## config.mk

```make
export PLATFORM = sky130hd
export DESIGN_NAME = button_press_event_queue_unit
export DESIGN_NICKNAME = d
export VERILOG_FILES = /design/src/rtl/bpeq_pkg.sv /design/src/rtl/button_press_event_queue_unit.sv
export SDC_FILE = /design/constraint.sdc
export NUM_CORES = 1
export LEC_CHECK = 0
export ABC_AREA = 1
export BUFFER_PORTS_ARGS = -buffer_cell sky130_fd_sc_hd__buf_2
export CAP_MARGIN = 30
export CELL_PAD_IN_SITES_DETAIL_PLACEMENT = 0
export CELL_PAD_IN_SITES_GLOBAL_PLACEMENT = 1
export CORE_MARGIN = 1
export CORE_UTILIZATION = 40
export DETAILED_ROUTE_END_ITERATION = 10
export PLACE_DENSITY_LB_ADDON = 0.08
export SKIP_LAST_GASP = 1
export SYNTH_ARGS = -nofsm -noshare
export SYNTH_HDL_FRONTEND = slang
export SYNTH_SLANG_ARGS = --single-unit
```

## constraint.sdc

```tcl
create_clock -name clk_i -period 3.4 [get_ports clk_i]
set_clock_uncertainty 0.05 [all_clocks]
set_input_delay 1.02 -clock clk_i [delete_from_list [all_inputs] [get_ports clk_i]]
set_output_delay 1.02 -clock clk_i [all_outputs]
set_load 0.01 [all_outputs]
```

## src/rtl/bpeq_pkg.sv

```systemverilog
// Shared constants and operation codes of the button press queue.
package bpeq_pkg;

  localparam int QueueDepth  = 8;
  localparam int ButtonCount = 4;

  localparam int LevelW  = 4;
  localparam int OpW     = 2;
  localparam int NumberW = 2;
  localparam int ShownW  = 4;

  localparam int CountW   = $clog2(QueueDepth + 1);
  localparam int IdxW     = (QueueDepth > 1) ? $clog2(QueueDepth) : 1;
  localparam int ScanPins = (ButtonCount < LevelW) ? ButtonCount : LevelW;

  typedef enum logic [OpW-1:0] {
    OpSample = 2'd0,
    OpPop    = 2'd1,
    OpFlush  = 2'd2,
    OpUnused = 2'd3
  } op_e;

endpackage

```

## src/rtl/button_press_event_queue_unit.sv

```systemverilog
// Button press queue: edge detection on the button levels and a press FIFO.
//
//   channel | direction | handshake              | payload
//   --------+-----------+------------------------+-----------------------------------------
//   in      | input     | in_valid_i, in_stall_o | operation_i, pin_levels_i
//   out     | output    | out_valid_o, out_stall_i | press_valid_o, button_number_o,
//           |           |                        | queue_count_o
//
// The scan, the pop shift and the count update sit between the state registers and
// the result register, so one beat a cycle while the output side does not stall.
// A result appears in the cycle after its input beat is accepted.
// Reset clears the entry count, the last levels and the result valid flag.
// The input stalls only while a result is held and the output side stalls.
module button_press_event_queue_unit (
  input  logic                        clk_i,
  input  logic                        rst_ni,
  input  logic                        in_valid_i,
  output logic                        in_stall_o,
  input  logic [bpeq_pkg::OpW-1:0]    operation_i,
  input  logic [bpeq_pkg::LevelW-1:0] pin_levels_i,
  output logic                        out_valid_o,
  input  logic                        out_stall_i,
  output logic                        press_valid_o,
  output logic [bpeq_pkg::NumberW-1:0] button_number_o,
  output logic [bpeq_pkg::ShownW-1:0] queue_count_o
);
  import bpeq_pkg::*;

  logic [NumberW-1:0] store_q [QueueDepth];
  logic [NumberW-1:0] store_d [QueueDepth];
  logic [CountW-1:0]  count_q, count_d;
  logic [LevelW-1:0]  prev_q, prev_d;
  logic               out_valid_q;
  logic               press_q, press_d;
  logic [NumberW-1:0] number_q, number_d;
  logic [ShownW-1:0]  shown_q, shown_d;
  logic               in_accept;

  assign in_stall_o = out_valid_q & out_stall_i;
  assign in_accept  = in_valid_i & ~in_stall_o;

  always_comb begin : next_state
    logic done;
    store_d  = store_q;
    count_d  = count_q;
    prev_d   = prev_q;
    press_d  = 1'b0;
    number_d = '0;
    done     = 1'b0;
    unique case (operation_i)
      OpSample: begin
        if (count_q < CountW'(QueueDepth)) begin
          for (int pin = 0; pin < ScanPins; pin++) begin
            if (!done) begin
              if (pin_levels_i[pin] && !prev_q[pin]) begin
                store_d[count_d[IdxW-1:0]] = NumberW'(pin);
                count_d = count_d + CountW'(1);
                if (count_d == CountW'(QueueDepth)) begin
                  done = 1'b1;
                end
              end else if (!pin_levels_i[pin] && prev_q[pin]) begin
                count_d = '0;
              end
            end
          end
        end
        prev_d = pin_levels_i;
      end
      OpPop: begin
        if (count_q != '0) begin
          press_d  = 1'b1;
          number_d = store_q[0];
          for (int i = 1; i < QueueDepth; i++) begin
            store_d[i-1] = store_q[i];
          end
          count_d = count_q - CountW'(1);
        end
      end
      OpFlush: begin
        count_d = '0;
        prev_d  = '0;
      end
      default: begin
      end
    endcase
    if (32'(count_d) > 32'd15) begin
      shown_d = ShownW'(15);
    end else begin
      shown_d = ShownW'(count_d);
    end
  end

  always_ff @(posedge clk_i) begin
    if (in_accept) begin
      store_q  <= store_d;
      press_q  <= press_d;
      number_q <= number_d;
      shown_q  <= shown_d;
    end
  end

  always_ff @(posedge clk_i or negedge rst_ni) begin
    if (!rst_ni) begin
      count_q     <= '0;
      prev_q      <= '0;
      out_valid_q <= 1'b0;
    end else begin
      if (in_accept) begin
        count_q     <= count_d;
        prev_q      <= prev_d;
        out_valid_q <= 1'b1;
      end else if (!out_stall_i) begin
        out_valid_q <= 1'b0;
      end
    end
  end

  assign out_valid_o     = out_valid_q;
  assign press_valid_o   = press_q;
  assign button_number_o = number_q;
  assign queue_count_o   = shown_q;

endmodule

```

-- Yosys cells after proc, flatten, opt, wreduce, memory -nomap -nowiden
Index checks and enable logic that the tools add are counted.
- flip-flop bits (word level): 32
- bits in latches: 0
- bits in writable memories: 0
- memory bits (read-only): 0
- output and inout bits: 9
- word-level logic and storage cells: 142
- memories: 0
- add/subtract/negate cells: 5
- multipliers: 0
- divide/modulo/power cells: 0
- magnitude comparators: 9
- equal/unequal tests: 8
- shift operators: 0
- mux-type cells: 62
- bitwise gates (word level): 16
- reductions and logical operators: 28
- operators by type and width (cell ; count):
    16-bit 2-to-1 mux ; 14
    4-bit 2-to-1 mux ; 19
    14-bit one-hot mux with 2 select lines ; 1
    2-bit demux with 3-bit select ; 4
    1-bit 2-to-1 mux ; 17
    4-bit by 1-bit adder with 4-bit output (second input constant) ; 4
    16-bit bitwise AND ; 1
    8-bit bitwise AND ; 2
    4-bit greater-or-equal comparator (second input constant) ; 4
    4-bit by 1-bit less-than comparator with 1-bit output (second input constant) ; 4
    16-bit inverter ; 1
    3-bit inverter with 4-bit output ; 4
    8-bit inverter ; 2
    16-bit OR ; 1
    8-bit OR ; 2
    14-bit 2-to-1 mux ; 1
    4-bit == test (second input constant) ; 3
    1-bit logical AND ; 12
    4-bit one-hot mux with 3 select lines ; 1
    1-bit zero test ; 8
    2-bit 2-to-1 mux ; 4
    4-bit one-hot mux with 2 select lines ; 1
    4-bit less-than comparator (second input constant) ; 1
    2-bit != test (second input constant) ; 2
    12 further kinds ; 15

-- Logic depth before layout (Yosys ltp)
Gate-level depths: netlist (run 1).
- word-level depth: 27
- gate-level depth with buffers: 26
- depth with buffers taken out: 25

-- Least setup slack after synthesis (run 1)
No wires, ideal clock.
- kind: input -> register
- from: input out_stall_i
- to: register store_q[10] (netlist bit) (enable)
- setup time: 421 ps
- arrival: 3410 ps
- required time: 2929 ps
- setup slack: -481 ps
- cell stages on the path: 5
- buffers on the path: 0
- cell sequence: nand2_1 > inv_1 > nor2_1 > inv_1 > nor4_1
- word-level cells in the longest chain between the ends: 4
- RTL lines (element ; RTL line ; RTL):
    start, declared ; button_press_event_queue_unit.sv:22 ; input logic out_stall_i,
    1-bit bitwise AND ; button_press_event_queue_unit.sv:39 ; assign in_stall_o = out_valid_q & out_stall_i;
    net in_stall_o ; button_press_event_queue_unit.sv:18 ; output logic in_stall_o,
    1-bit inverter ; button_press_event_queue_unit.sv:40 ; assign in_accept = in_valid_i & ~in_stall_o;
    1-bit bitwise AND ; button_press_event_queue_unit.sv:40 ;
    net in_accept ; button_press_event_queue_unit.sv:37 ; logic in_accept;
    4-bit AND reduction (no source line) ; n/a ;
    end signal, assigned ; button_press_event_queue_unit.sv:95 ; store_q <= store_d;
    end, declared ; button_press_event_queue_unit.sv:29 ; logic [NumberW-1:0] store_q [QueueDepth];
The timed path passes the listed nets, and every way through them passes these cells.
A chain may end at the register's enable or synchronous reset.

-- Worst setup path in the final report (run 1)
- from: input pin_levels_i[0] (netlist bit)
- to: register shown_q[2], in the netlist queue_count_o[2] (data pin)
- word-level cells in the longest chain between the ends: 21
- elaborated cells between the ends (all ways): 40
- RTL lines (element ; RTL line ; RTL):
    start, declared ; button_press_event_queue_unit.sv:20 ; input logic [bpeq_pkg::LevelW-1:0] pin_levels_i,
    1-bit zero test ; button_press_event_queue_unit.sv:61 ; end else if (!pin_levels_i[pin] && prev_q[pin]) begin
    1-bit logical AND ; button_press_event_queue_unit.sv:61 ;
    4-bit 2-to-1 mux ; button_press_event_queue_unit.sv:61 ;
    4-bit 2-to-1 mux ; button_press_event_queue_unit.sv:55 ; if (pin_levels_i[pin] && !prev_q[pin]) begin
    4-bit 2-to-1 mux ; button_press_event_queue_unit.sv:52 ; if (count_q < CountW'(QueueDepth)) begin
    4-bit 2-to-1 mux ; button_press_event_queue_unit.sv:50 ; unique case (operation_i)
    4-bit by 1-bit adder with 4-bit output / 4-bit 2-to-1 mux (equally long branches) ; button_press_event_queue_unit.sv:57, button_press_event_queue_unit.sv:61 ;
    4-bit 2-to-1 mux / 4-bit == test (equally long branches) ; button_press_event_queue_unit.sv:55, button_press_event_queue_unit.sv:58 ;
    (+6 left out) ; n/a ;
    4-bit 2-to-1 mux / 1-bit 2-to-1 mux (equally long branches) ; button_press_event_queue_unit.sv:52, button_press_event_queue_unit.sv:55 ;
    4-bit 2-to-1 mux / 1-bit 2-to-1 mux (equally long branches) ; button_press_event_queue_unit.sv:50, button_press_event_queue_unit.sv:54 ;
    4-bit by 1-bit adder with 4-bit output (tied with other cells) ; button_press_event_queue_unit.sv:57 ; count_d = count_d + CountW'(1);
    4-bit 2-to-1 mux / 1-bit 2-to-1 mux (equally long branches) ; button_press_event_queue_unit.sv:55, button_press_event_queue_unit.sv:50 ;
    4-bit 2-to-1 mux * ; button_press_event_queue_unit.sv:54 ; if (!done) begin
    4-bit 2-to-1 mux * ; button_press_event_queue_unit.sv:52 ;
    4-bit one-hot mux with 3 select lines * ; button_press_event_queue_unit.sv:50 ;
    net count_d[2] ; button_press_event_queue_unit.sv:31 ; logic [CountW-1:0] count_q, count_d;
    end signal, assigned ; button_press_event_queue_unit.sv:98 ; shown_q <= shown_d;
    end, declared ; button_press_event_queue_unit.sv:36 ; logic [ShownW-1:0] shown_q, shown_d;
The timed path passes the listed nets; every way through them passes the cells marked *. The select of a mux whose other input is x is not followed.

==> results of run 1 <==
## area by class of cell
cell class / count / area [um^2]
flip-flops and latches: 32 / 915.9
clock inverters: 2 / 33.78
well taps: 77 / 96.34
fillers: 686 / 3164
clock buffers: 6 / 82.58
multi-input cells: 290 / 1569
repair buffers: 55 / 367.9
inverters: 70 / 265.3
## cells by family (layout without fill, tap and decap cells)
logic type,count (synthesis),after routing,share of synthesized area (%)
AOI/OAI and AO/OA,56,56,12.00
adders and majority gates,8,8,3.623
buffers and inverters,75,133,10.64
DFF,32,32,33.15
and+or+nand+nor,226,226,40.58
## power breakdown
group | internal (mW) | leakage (nW) | switching [mW] | total [mW]
Combinational | 0.437 | 1.23 | 0.736 | 1.17
Clock | 0.236 | 0.0588 | 0.150 | 0.386
Sequential | 0.497 | 0.332 | 0.0469 | 0.543
Total | 1.17 | 1.62 | 0.933 | 2.10
## worst max-delay path by stage
stage,startpoint,end,slack [ps]
2_1_floorplan,pin_levels_i[0],queue_count_o[2]$_DFFE_PP_,70
3_3_place_gp,pin_levels_i[0],queue_count_o[2]$_DFFE_PP_,-30
3_5_place_dp,pin_levels_i[0],queue_count_o[2]$_DFFE_PP_,-90
4_1_cts,pin_levels_i[0],queue_count_o[2]$_DFFE_PP_,210
5_1_grt,pin_levels_i[0],queue_count_o[2]$_DFFE_PP_,-20
6_report,pin_levels_i[0],queue_count_o[2]$_DFFE_PP_,250
## per-layer routing
metal  GRT usage [%]  vias to the layer above  wire length (um)
met1           30.38                     1205              3586
li1                -                     1400                 -
met2           37.17                       43              3393
met5               0                        -                 0
met4           7.396                        0               142
met3           2.821                       11               234
## flip-flops by register name (all words and copies together), names as in the netlist
register and count:
count_q 4, prev_q 4, store_q 16, queue_count_o 4
button_number_o 2, press_valid_o 1, out_valid_o 1
## worst max-delay path: cells and delay by family
family | cells | cell delay (ps)
adders and majority gates | 3 | 710
and+or+nand+nor | 14 | 1080
buffers and inverters | 4 | 330
## through the flow
step / setup TNS, ps / hold slack (ps)
after floorplan: 0 / 461.2
after global placement: -52.93 / 418.1
after detailed placement: -401.0 / 423.6
after CTS: 0 / 440.3
after global routing: -17.49 / 495.9
final: 0 / 435.9
## layout by cell type (no fill, tap or decap), types with 4 or more instances in the layout
| master | count |
|---|---|
| nor2_1 | 59 |
| clkbuf_8 | 6 |
| nor2_2 | 6 |
| nor2_4 | 7 |
| o22ai_1 | 6 |
| nand2_1 | 80 |
| nand3_2 | 5 |
| nand2_2 | 18 |
| inv_2 | 9 |
| edfxtp_1 | 23 |
| nand3_1 | 31 |
| dfrtp_1 | 9 |
| o32ai_1 | 5 |
| inv_1 | 59 |
| buf_2 | 18 |
| buf_4 | 37 |
| nand2_4 | 7 |
| o21ai_0 | 5 |
| ha_1 | 8 |
| o21ai_1 | 27 |
| a21oi_1 | 4 |
==> summary.txt, run 1 <==
Layout
  • Fin cells: 532
  • Design Area, Final: 3331 um^2
  • Total Nets Final: 472
  • Ratio of cells with drive above 1 in the final layout: 25.93%
  • P&R area growth vs syn: 20.56%
  • Diode count: 0
  • Final design utilization: 51.28%

Floorplan
  • Core Region: 6495 um^2
  • Die ar.: 7243 um^2
  • Die Y-Extent: 85.11 um
  • Die W: 85.11 um
  • Std-Cell Rows: 29
  • IO Pins: 19
  • Starting density of the core: 42.54%

Routing
  • Vias: 2659
  • Drt drc: 0
  • DRT Pass-1 Iters: 4
  • Drt first-iter violations: 129
  • Final wirelength: 7357 um
  • Via-per-instance ratio: 4.998
  • DR WL/cell: 13.83 um
  • Antenna Violating Nets Remaining: 0

Place
  • Area after DPL: 3204 um^2
  • Setup slack at placement: -85.80 ps
  • Final HPWL DP: 6159 um
  • GP Congestion: 0.8671
  • Placed Cells: 524
  • # port buffers: 18

Worst setup path
  • Reg2Reg Capture Point: queue_count_o[2]$_DFFE_PP_
  • Largest stage delay on the critical path: 300 ps
  • Reg2Reg Setup Slack: 470 ps
  • CP Capture Type: flop
  • Most frequent CP cell: nand3_1
  • Startpoint Class: primary input
  • Length in cells of the worst reg-to-reg path: 23
  • Crit Path Class: primary input to flop
  • Worst EP arrival: 3130 ps
  • Crit path cell chain: buf_2, inv_2, nand2_2, nand3_1, nand2_2, ha_1, nand3_1, nand2_2, ha_1, nand2_1, nand3_1, nand2_2, inv_1, ha_1, inv_1, nor2_2, nand3_1, nand2_1, nand3_1, nand2_1, nand3_1
  • CP max FO: 4
  • Crit-path slowest cell: ha_1
  • Reg2reg start: count_q[0]$_DFFE_PN0P_
  • CP required: 3380 ps

Clock tree
  • Clock slew at reported path FFs: 70 ps
  • CTS tree: built
  • CTS root buf: clkbuf_8
  • Num CTS Buffers: 5
  • Gates resized, CTS repair: 0
  • Worst skew pair latency: 290 ps
  • Setup bufs post-CTS: 0
  • Clock sinks: 32
  • H-Tree Depth: 2
  • Clock buffer depth: 2
  • Hold-fix buffers, CTS: 0

Synth
  • Cell taking the most area after synthesis: edfxtp_1
  • Most common flop cell mapped by yosys: edfxtp_1
  • YS warnings: 0
  • EDFF count, synth: 23
  • Net Count, Synth: 415
  • Post-Syn Instances: 397
  • Avg Cell Area, Syn: 6.959 um^2
  • Flops & latches, synth: 32
  • Sequential share of the synthesized area: 33.15%
  • Area of the mapped netlist: 2763 um^2
  • Area contributors post-synth: edfxtp_1, nand2_1, nor2_1
  • Synth top area share: 25.00%
  • Most instantiated cells after synthesis: nand2_1, nor2_1, inv_1
  • Top-count cell post-synth: nand2_1
  • Async set-reset flop share out of synthesis: 28.13%
  • Netlist cell types: 35

Hold path
  • Worst hold path depth: 2
  • Min-delay src: out_valid_o$_DFFE_PN0P_
  • Worst Hold Class: flop to flop
  • Hold worst-path end: out_valid_o$_DFFE_PN0P_

Pwr
  • LEAKAGE: 1.619 nW
  • Pwr/cell area: 631.2 nW/um^2
  • Peak VDD IR: 0.2793 mV
  • Power Total: 2.102 mW

STA
  • Final hold vios: 0
  • Tightest Pin Transition: 774.1 ps
  • Rel. slew slack: 48.20%
  • Final slew viol count: 0
  • Final setup margin: 252.5 ps
  • Final setup fails: 0
  • Min Clock Period, post-route: 3148 ps
  • Part of the cycle the worst path needs: 92.57%
  • Unrepaired setup endpoints after global routing: yes
  • Max Clk Rate: 0.3177 GHz

Global route
  • First-pass GRT wire length: 12540 um
  • GRT overflow: 0
  • Largest net degree at the start of global routing: 16
  • Initial antenna violation count: 0
  • Vias in the first global route: 2598
  • Total Routing Usage GR: 22.44%

Job
  • Max cap viols: 0

Outcome
  • Status: complete, no violations
No activity file was read; power rests on OpenSTA's default activity.
==> run 2: changes to the inputs <==
--- a/config.mk
+++ b/config.mk
@@ -5,13 +5,12 @@
 export SDC_FILE = /design/constraint.sdc
 export NUM_CORES = 1
 export LEC_CHECK = 0
-export ABC_AREA = 1
 export BUFFER_PORTS_ARGS = -buffer_cell sky130_fd_sc_hd__buf_2
 export CAP_MARGIN = 30
 export CELL_PAD_IN_SITES_DETAIL_PLACEMENT = 0
 export CELL_PAD_IN_SITES_GLOBAL_PLACEMENT = 1
 export CORE_MARGIN = 1
-export CORE_UTILIZATION = 40
+export CORE_UTILIZATION = 42
 export DETAILED_ROUTE_END_ITERATION = 10
 export PLACE_DENSITY_LB_ADDON = 0.08
 export SKIP_LAST_GASP = 1
==> run 2 against run 1 <==
Net effect: critical path depth shrank 6; the flow now finishes with violations (negative setup slack); critical endpoint is now queue_count_o[1]$_DFFE_PP_; critical path type unchanged; first-iteration DRC count up 100%; count of clock-buffer cells in the layout rose by 1; setup slack worse by 750 ps.
==> summary.txt, run 2 <==
Global route
  • Initial antenna violation count: 0 (unchanged)
  • Largest net degree at the start of global routing: 24 (+8)
  • GRT overflow: 0 (unchanged)
  • Vias in the first global route: 3007 (+16%)
  • Total Routing Usage GR: 27.14% (+4.7 points)
  • First-pass GRT wire length: 15190 um (+21%)

Worst setup path
  • Startpoint Class: primary input
  • Largest stage delay on the critical path: 470 ps (+170 ps)
  • Length in cells of the worst reg-to-reg path: 15 (-35%)
  • CP Capture Type: flop
  • Worst EP arrival: 3880 ps (+750 ps)
  • CP max FO: 6 (+2)
  • CP required: 3380 ps (about the same)
  • Top cell family by delay on the critical path: simple AND/OR/NAND/NOR gates
  • Crit path cell chain: buf_12, buf_6, and4bb_1, a31o_1, or3_1, a2111o_1, and2_4, a31oi_4, inv_2, buf_4, buf_4, and3_4, a31oi_4, a21boi_2, or2_1
  • Crit-path slowest cell: a2111o_1
  • WP buf/inv: 5 (+1)
  • Crit Path Class: primary input to flop
  • Critical path depth: 15 (-29%)

Place
  • Placed Cells: 487 (-7.1%)
  • # port buffers: 18 (unchanged)
  • GP Congestion: 0.8648 (-0.27%)
  • Area after DPL: 3576 um^2 (+12%)
  • Final HPWL DP: 7066 um (+15%)

Routing
  • DRT Pass-1 Iters: 5 (+1)
  • Antenna Violating Nets Remaining: 0 (unchanged)
  • Final wirelength: 9330 um (+27%)
  • Vias: 3082 (+16%)
  • Drt first-iter violations: 260 (+100%)
  • Via-per-instance ratio: 6.020 (+20%)
  • DR WL/cell: 18.22 um (+32%)
  • Drt drc: 0 (unchanged)

STA
  • Final hold vios: 0 (unchanged)
  • Final setup margin: -496.6 ps (-749.1 ps)
  • Rel. slew slack: 39.41% (-8.8 points)
  • Max Clk Rate: 0.2566 GHz (-19%)
  • Min Clock Period, post-route: 3897 ps (+749.1 ps)
  • Unrepaired setup endpoints after global routing: yes
  • Final slew viol count: 0 (unchanged)
  • Tightest Pin Transition: 905.5 ps (+131.4 ps)
  • Part of the cycle the worst path needs: 114.6% (+22 points)
  • Final setup fails: 24 (+24)

Synth
  • Sequential share of the synthesized area: 31.48% (-1.7 points)
  • Net Count, Synth: 363 (-13%)
  • Most common flop cell mapped by yosys: edfxtp_1
  • Post-Syn Instances: 345 (-13%)
  • Cell taking the most area after synthesis: edfxtp_1
  • Flops & latches, synth: 32 (unchanged)
  • EDFF count, synth: 23 (unchanged)
  • Area contributors post-synth: edfxtp_1, dfrtp_1, nand2_1
  • Synth top area share: 23.74% (-1.3 points)
  • Netlist cell types: 75 (+110%)
  • Area of the mapped netlist: 2909 um^2 (+5.3%)
  • Avg Cell Area, Syn: 8.432 um^2 (+21%)
  • Async set-reset flop share out of synthesis: 28.13% (unchanged)
  • YS warnings: 0 (unchanged)
  • Top-count cell post-synth: nand2_1
  • Most instantiated cells after synthesis: nand2_1, nor2_1, edfxtp_1

Layout
  • Diode count: 0 (unchanged)
  • P&R area growth vs syn: 39.18%
  • Commonest non-fill, non-tap cells in the layout: buf_4, nand2_1, nor2_1, edfxtp_1, nand3_1
  • Filler cells: 587 (-14%)
  • Leading cell type in the layout, fill and taps excluded: buf_4
  • Design Area, Final: 4049 um^2 (+22%)
  • Ratio of cells with drive above 1 in the final layout: 41.84% (+16 points)
  • Number of flip-flops in the largest register: 16 (unchanged)
  • Total Nets Final: 452 (-4.2%)
  • Final design utilization: 61.99% (+11 points)
  • Fin cells: 512 (-3.8%)
  • Most flops, register: store_q

Job
  • Max cap viols: 0 (unchanged)

Clock tree
  • Clock buffer depth: 2 (unchanged)
  • Worst skew pair latency: 280 ps (about the same)
  • CTS root buf: clkbuf_8
  • Clock slew at reported path FFs: 70 ps (about the same)
  • Clock sinks: 32 (unchanged)
  • Hold-fix buffers, CTS: 0 (unchanged)
  • CTS tree: built
  • Num CTS Buffers: 5 (unchanged)
  • H-Tree Depth: 2 (unchanged)

Outcome
  • Status: finished with violations
  • Failing checks: negative setup slack

Floorplan
  • Core Region: 6531 um^2 (+0.56%)
  • Starting density of the core: 44.54% (+2.0 points)
  • Std-Cell Rows: 29 (unchanged)
  • Die Y-Extent: 85.23 um (+0.14%)
  • IO Pins: 19 (unchanged)
  • Die W: 85.23 um (+0.14%)
  • Die ar.: 7263 um^2 (+0.28%)

Pwr
  • Pwr/cell area: 689.8 nW/um^2 (+9.3%)
  • Peak VDD IR: 0.3207 mV (+15%)
  • Power Total: 2.793 mW (+33%)
  • LEAKAGE: 1.681 nW (+3.8%)

Hold path
  • Worst Hold Class: flop to flop
  • Worst hold path depth: 2 (unchanged)
run 2: worst reg2reg max path: stages (launching register included):
cell and delay (ps):
dfrtp_1 380, buf_4 190, ha_1 260, and4bb_1 230
a31o_1 200, or3_1 370, a2111o_1 470, and2_4 210
a31oi_4 200, inv_2 90, buf_4 140, buf_4 120
and3_4 180, a31oi_4 140, a21boi_2 90, or2_1 230
run 2: path summary, 6_finish.rpt:
| path | start | slack [ps] | end |
|---|---|---|---|
| worst min-delay path | out_valid_o$_DFFE_PN0P_ | 490 | out_valid_o$_DFFE_PN0P_ |
| worst max-delay path | pin_levels_i[0] | -500 | queue_count_o[1]$_DFFE_PP_ |
| max in group asynchronous | rst_ni | 2560 | count_q[3]$_DFFE_PN0P_ |
| worst min register to register | out_valid_o$_DFFE_PN0P_ | 490 | out_valid_o$_DFFE_PN0P_ |
| min in group asynchronous | rst_ni | 540 | out_valid_o$_DFFE_PN0P_ |
| worst max register to register | count_q[1]$_DFFE_PN0P_ | -380 | queue_count_o[1]$_DFFE_PP_ |
run 2: logic make-up after synthesis:
logic type,synth area share [%]
AO/OA/AOI/OAI,31.23
flip-flops,31.48
buffers and inverters,5.892
AND/OR/NAND/NOR,23.96
multiplexers,0.7312
adder cells (fa/ha/maj),3.785
XOR/XNOR,2.925
run 2: layout make-up:
| type | count | area [um^2] | area share [%] |
|---|---|---|---|
| clock inverter | 1 | 3.754 | 0.09271 |
| tap | 77 | 96.34 | 2.379 |
| timing repair buffer | 104 | 777.0 | 19.19 |
| sequential | 32 | 915.9 | 22.62 |
| multi-input combinational | 273 | 2112 | 52.16 |
| inverter | 18 | 67.56 | 1.669 |
| clock buffer | 7 | 76.32 | 1.885 |
run 2: metal layers:
layer	global-route usage, %	vias up	wire (um)	part of all wire [%]
li1	-	1478	-	-
met1	36.46	1496	4261	46
met2	44.50	86	4401	47
met3	5.253	22	488	5.2
met4	7.704	0	179	1.9
met5	0	-	0	0
run 2: where the power goes:
group	switching, mW	total, mW	internal [mW]
combinational	1.02	1.97	0.951
sequential	0.0523	0.539	0.487
clock	0.141	0.284	0.143
run 2: per-stage QoR:
stage	setup slack, ps	setup TNS, ps	hold slack [ps]
final	-496.6	-7892	485.7
after global routing	-583.3	-11020	514.5
after CTS	-404.4	-7186	494.6
after detailed placement	-818.1	-16560	476.6
after global placement	-833.3	-15990	465.3
after floorplan	-767.4	-14070	454.3
run 2: what timing repair did:
item / CTS / global route
pin swaps: 18 / 28
setup buffers: 11 / 6
setup endpoints to repair: 24 / 24
resized for setup: 30 / 28
==> run 3: changes to the inputs <==
--- a/config.mk
+++ b/config.mk
@@ -13,6 +13,7 @@
 export CORE_UTILIZATION = 42
 export DETAILED_ROUTE_END_ITERATION = 10
 export PLACE_DENSITY_LB_ADDON = 0.08
+export REMOVE_ABC_BUFFERS = 1
 export SKIP_LAST_GASP = 1
 export SYNTH_ARGS = -nofsm -noshare
 export SYNTH_HDL_FRONTEND = slang
==> run 3 against run 2 <==
Net effect: the run still ends with negative setup slack left; flip-flop and latch count unchanged; setup slack got worse by 20 ps; cell count decreased by 0.78%; utilization decreased by 0.61 points; critical path depth increased by 3; register-to-register slack got worse by 40 ps; die area unchanged; design area decreased by 0.99%; critical path type unchanged; largest cell class unchanged.
==> summary.txt, run 3 (synthesized netlist as in run 2, its figures left out) <==
STA
  • Tightest Pin Transition: 544.7 ps (-360.8 ps)
  • Max Clk Rate: 0.2553 GHz (-0.52%)
  • Setup TNS: -10280 ps (-2392 ps)
  • Final setup margin: -517.0 ps (-20.40 ps)
  • Part of the cycle the worst path needs: 115.2% (+0.60 points)
  • Final setup fails: 24 (unchanged)
  • Min Clock Period, post-route: 3917 ps (+20.40 ps)
  • Unrepaired setup endpoints after global routing: yes
  • Final slew viol count: 0 (unchanged)
  • Rel. slew slack: 63.69% (+24 points)
  • Final hold vios: 0 (unchanged)

Floorplan
  • Die W: 85.23 um (unchanged)
  • Starting density of the core: 44.54% (unchanged)
  • Core Region: 6531 um^2 (unchanged)
  • Std-Cell Rows: 29 (unchanged)
  • IO Pins: 19 (unchanged)
  • Die Y-Extent: 85.23 um (unchanged)
  • Die ar.: 7263 um^2 (unchanged)

Clock tree
  • CTS root buf: clkbuf_8
  • CTS tree: built
  • Num CTS Buffers: 5 (unchanged)
  • Clock sinks: 32 (unchanged)
  • Worst skew pair latency: 300 ps (+20 ps)
  • H-Tree Depth: 2 (unchanged)
  • Clock slew at reported path FFs: 70 ps (about the same)
  • Clock buffer depth: 2 (unchanged)

Hold path
  • Worst Hold Class: flop to flop

Pwr
  • Clock share of power: 11.9% (+1.7 points)
  • LEAKAGE: 1.654 nW (-1.6%)
  • Comb pwr share: 68.1% (-2.4 points)
  • Sw power: 1.211 mW (-0.15%)
  • Sequential power share: 20.0% (+0.7 points)
  • Sw Ratio: 44.54% (+1.1 points)
  • P_int: 1.508 mW (-4.5%)
  • Peak VDD IR: 0.2683 mV (-16%)
  • Pwr/cell area: 678.3 nW/um^2 (-1.7%)
  • Power Total: 2.719 mW (-2.6%)

Layout
  • Total Nets Final: 448 (-0.88%)
  • Commonest non-fill, non-tap cells in the layout: buf_4, nand2_1, nor2_1, edfxtp_1, nand3_1
  • Ratio of cells with drive above 1 in the final layout: 39.91% (-1.9 points)
  • Leading cell type in the layout, fill and taps excluded: buf_4
  • P&R area growth vs syn: 37.81%
  • Filler cells: 578 (-1.5%)
  • Most flops, register: store_q
  • Diode count: 0 (unchanged)
  • Design Area, Final: 4009 um^2 (-0.99%)
  • Number of flip-flops in the largest register: 16 (unchanged)

Global route
  • Vias in the first global route: 2997 (-0.33%)
  • GRT overflow: 0 (unchanged)
  • Largest net degree at the start of global routing: 24 (unchanged)
  • Total Routing Usage GR: 27.88% (+0.75 points)
  • First-pass GRT wire length: 15500 um (+2.1%)
  • Initial antenna violation count: 0 (unchanged)

Outcome
  • Status: finished with violations
  • Failing checks: negative setup slack

Worst setup path
  • Startpoint Class: primary input
  • Crit path cell chain: buf_8, buf_12, xnor2_4, o21ai_4, ha_4, nand2_4, nor2_4, a221oi_4, inv_2, ha_4, nor2_2, nand3_1, nor3b_4, o21ai_2, buf_4, nor4_4, o221a_1, a311o_1
  • Reg2Reg Setup Slack: -420 ps (-40 ps)
  • Worst EP arrival: 3920 ps (+40 ps)
  • WP buf/inv: 4 (-1)
  • Crit Path Class: primary input to flop
  • Crit-path slowest cell: a221oi_4
  • Top cell family by delay on the critical path: compound AO/OA/AOI/OAI gates
  • Most frequent CP cell: ha_4
  • CP required: 3400 ps (+20 ps)
  • CP Capture Type: flop
  • CP max FO: 7 (+1)
  • Largest stage delay on the critical path: 340 ps (-130 ps)

Place
  • Area after DPL: 3536 um^2 (-1.1%)
  • # port buffers: 18 (unchanged)
  • Setup slack at placement: -1005 ps (-186.7 ps)
  • GP Congestion: 0.9159 (+5.9%)
  • Final HPWL DP: 6976 um (-1.3%)

Routing
  • Via-per-instance ratio: 6.096 (+1.3%)
  • Final wirelength: 9771 um (+4.7%)
  • Vias: 3097 (+0.49%)
  • Drt drc: 0 (unchanged)
  • DRT Pass-1 Iters: 4 (-1)
  • Drt first-iter violations: 221 (-15%)
  • DR WL/cell: 19.23 um (+5.6%)
  • Antenna Violating Nets Remaining: 0 (unchanged)

Job
  • Max cap viols: 0 (unchanged)
run 3: layout make-up:
cell class | instances | area, um^2 | area share, %
multi-input combinational | 273 | 2088 | 52.09
sequential | 32 | 915.9 | 22.85
inverter | 18 | 67.56 | 1.685
clock buffer | 8 | 90.09 | 2.247
timing repair buffer | 100 | 750.7 | 18.73
tap | 77 | 96.34 | 2.403
run 3: power by group through the flow:
stage | clock (mW) | sequential, mW | combinational, mW
final | 0.323 | 0.544 | 1.85
after global routing | 0.344 | 0.550 | 1.98
after CTS | 0.327 | 0.541 | 1.67
after detailed placement | 0 | 0.549 | 1.50
after global placement | 0 | 0.549 | 1.50
after floorplan | 0 | 0.584 | 0.827
run 3: per-layer routing:
| layer | global-route usage, % | vias to the layer above | part of all wire [%] |
|---|---|---|---|
| met5 | 0 | - | 0 |
| met4 | 10.17 | 0 | 2.7 |
| met3 | 4.475 | 17 | 5.3 |
| met2 | 44.65 | 105 | 46 |
| met1 | 38.04 | 1498 | 46 |
| li1 | - | 1477 | - |
run 3: path summary, 6_finish.rpt:
check,from,end,cells after the start
max,pin_levels_i[0],queue_count_o[2]$_DFFE_PP_,18
min,out_valid_o$_DFFE_PN0P_,out_valid_o$_DFFE_PN0P_,2
max reg2reg,count_q[0]$_DFFE_PN0P_,store_q[12]$_DFFE_PP_,17
min reg2reg,out_valid_o$_DFFE_PN0P_,out_valid_o$_DFFE_PN0P_,2
max in group asynchronous,rst_ni,out_valid_o$_DFFE_PN0P_,1
min in group asynchronous,rst_ni,count_q[0]$_DFFE_PN0P_,1
run 3: stage by stage:
step | util, % | hold WS (ps) | std cells
6_report | 61.38 | 499.5 | 508
5_1_grt | 61.38 | 531.3 | 508
4_1_cts | 58.91 | 503.6 | 503
3_5_place_dp | 54.14 | 479.2 | 488
3_3_place_gp | 54.14 | 477.1 | 488
2_1_floorplan | - | 454.3 | 323
run 3: worst reg2reg max path, cell delays in order, from the launching register on:
cell and delay [ps]:
dfrtp_1 350, buf_4 290, ha_1 340, xnor2_2 160, nand2_1 110, o21ai_0 380, a221oi_4 130, inv_2 140
ha_4 170, nand2b_1 70, a21oi_2 130, a32o_2 220, o31a_1 240, buf_6 140, nand2_2 50, or4_1 450
o21ai_1 120, a22o_1 140
run 3: repair_timing:
item | in CTS | in global routing
resized for setup | 40 | 27
pin swaps | 30 | 22
setup endpoints to repair | 24 | 24
hold buffers | 0 | 0
setup buffers | 7 | 5
endpoints found under the hold margin | 0 | 0
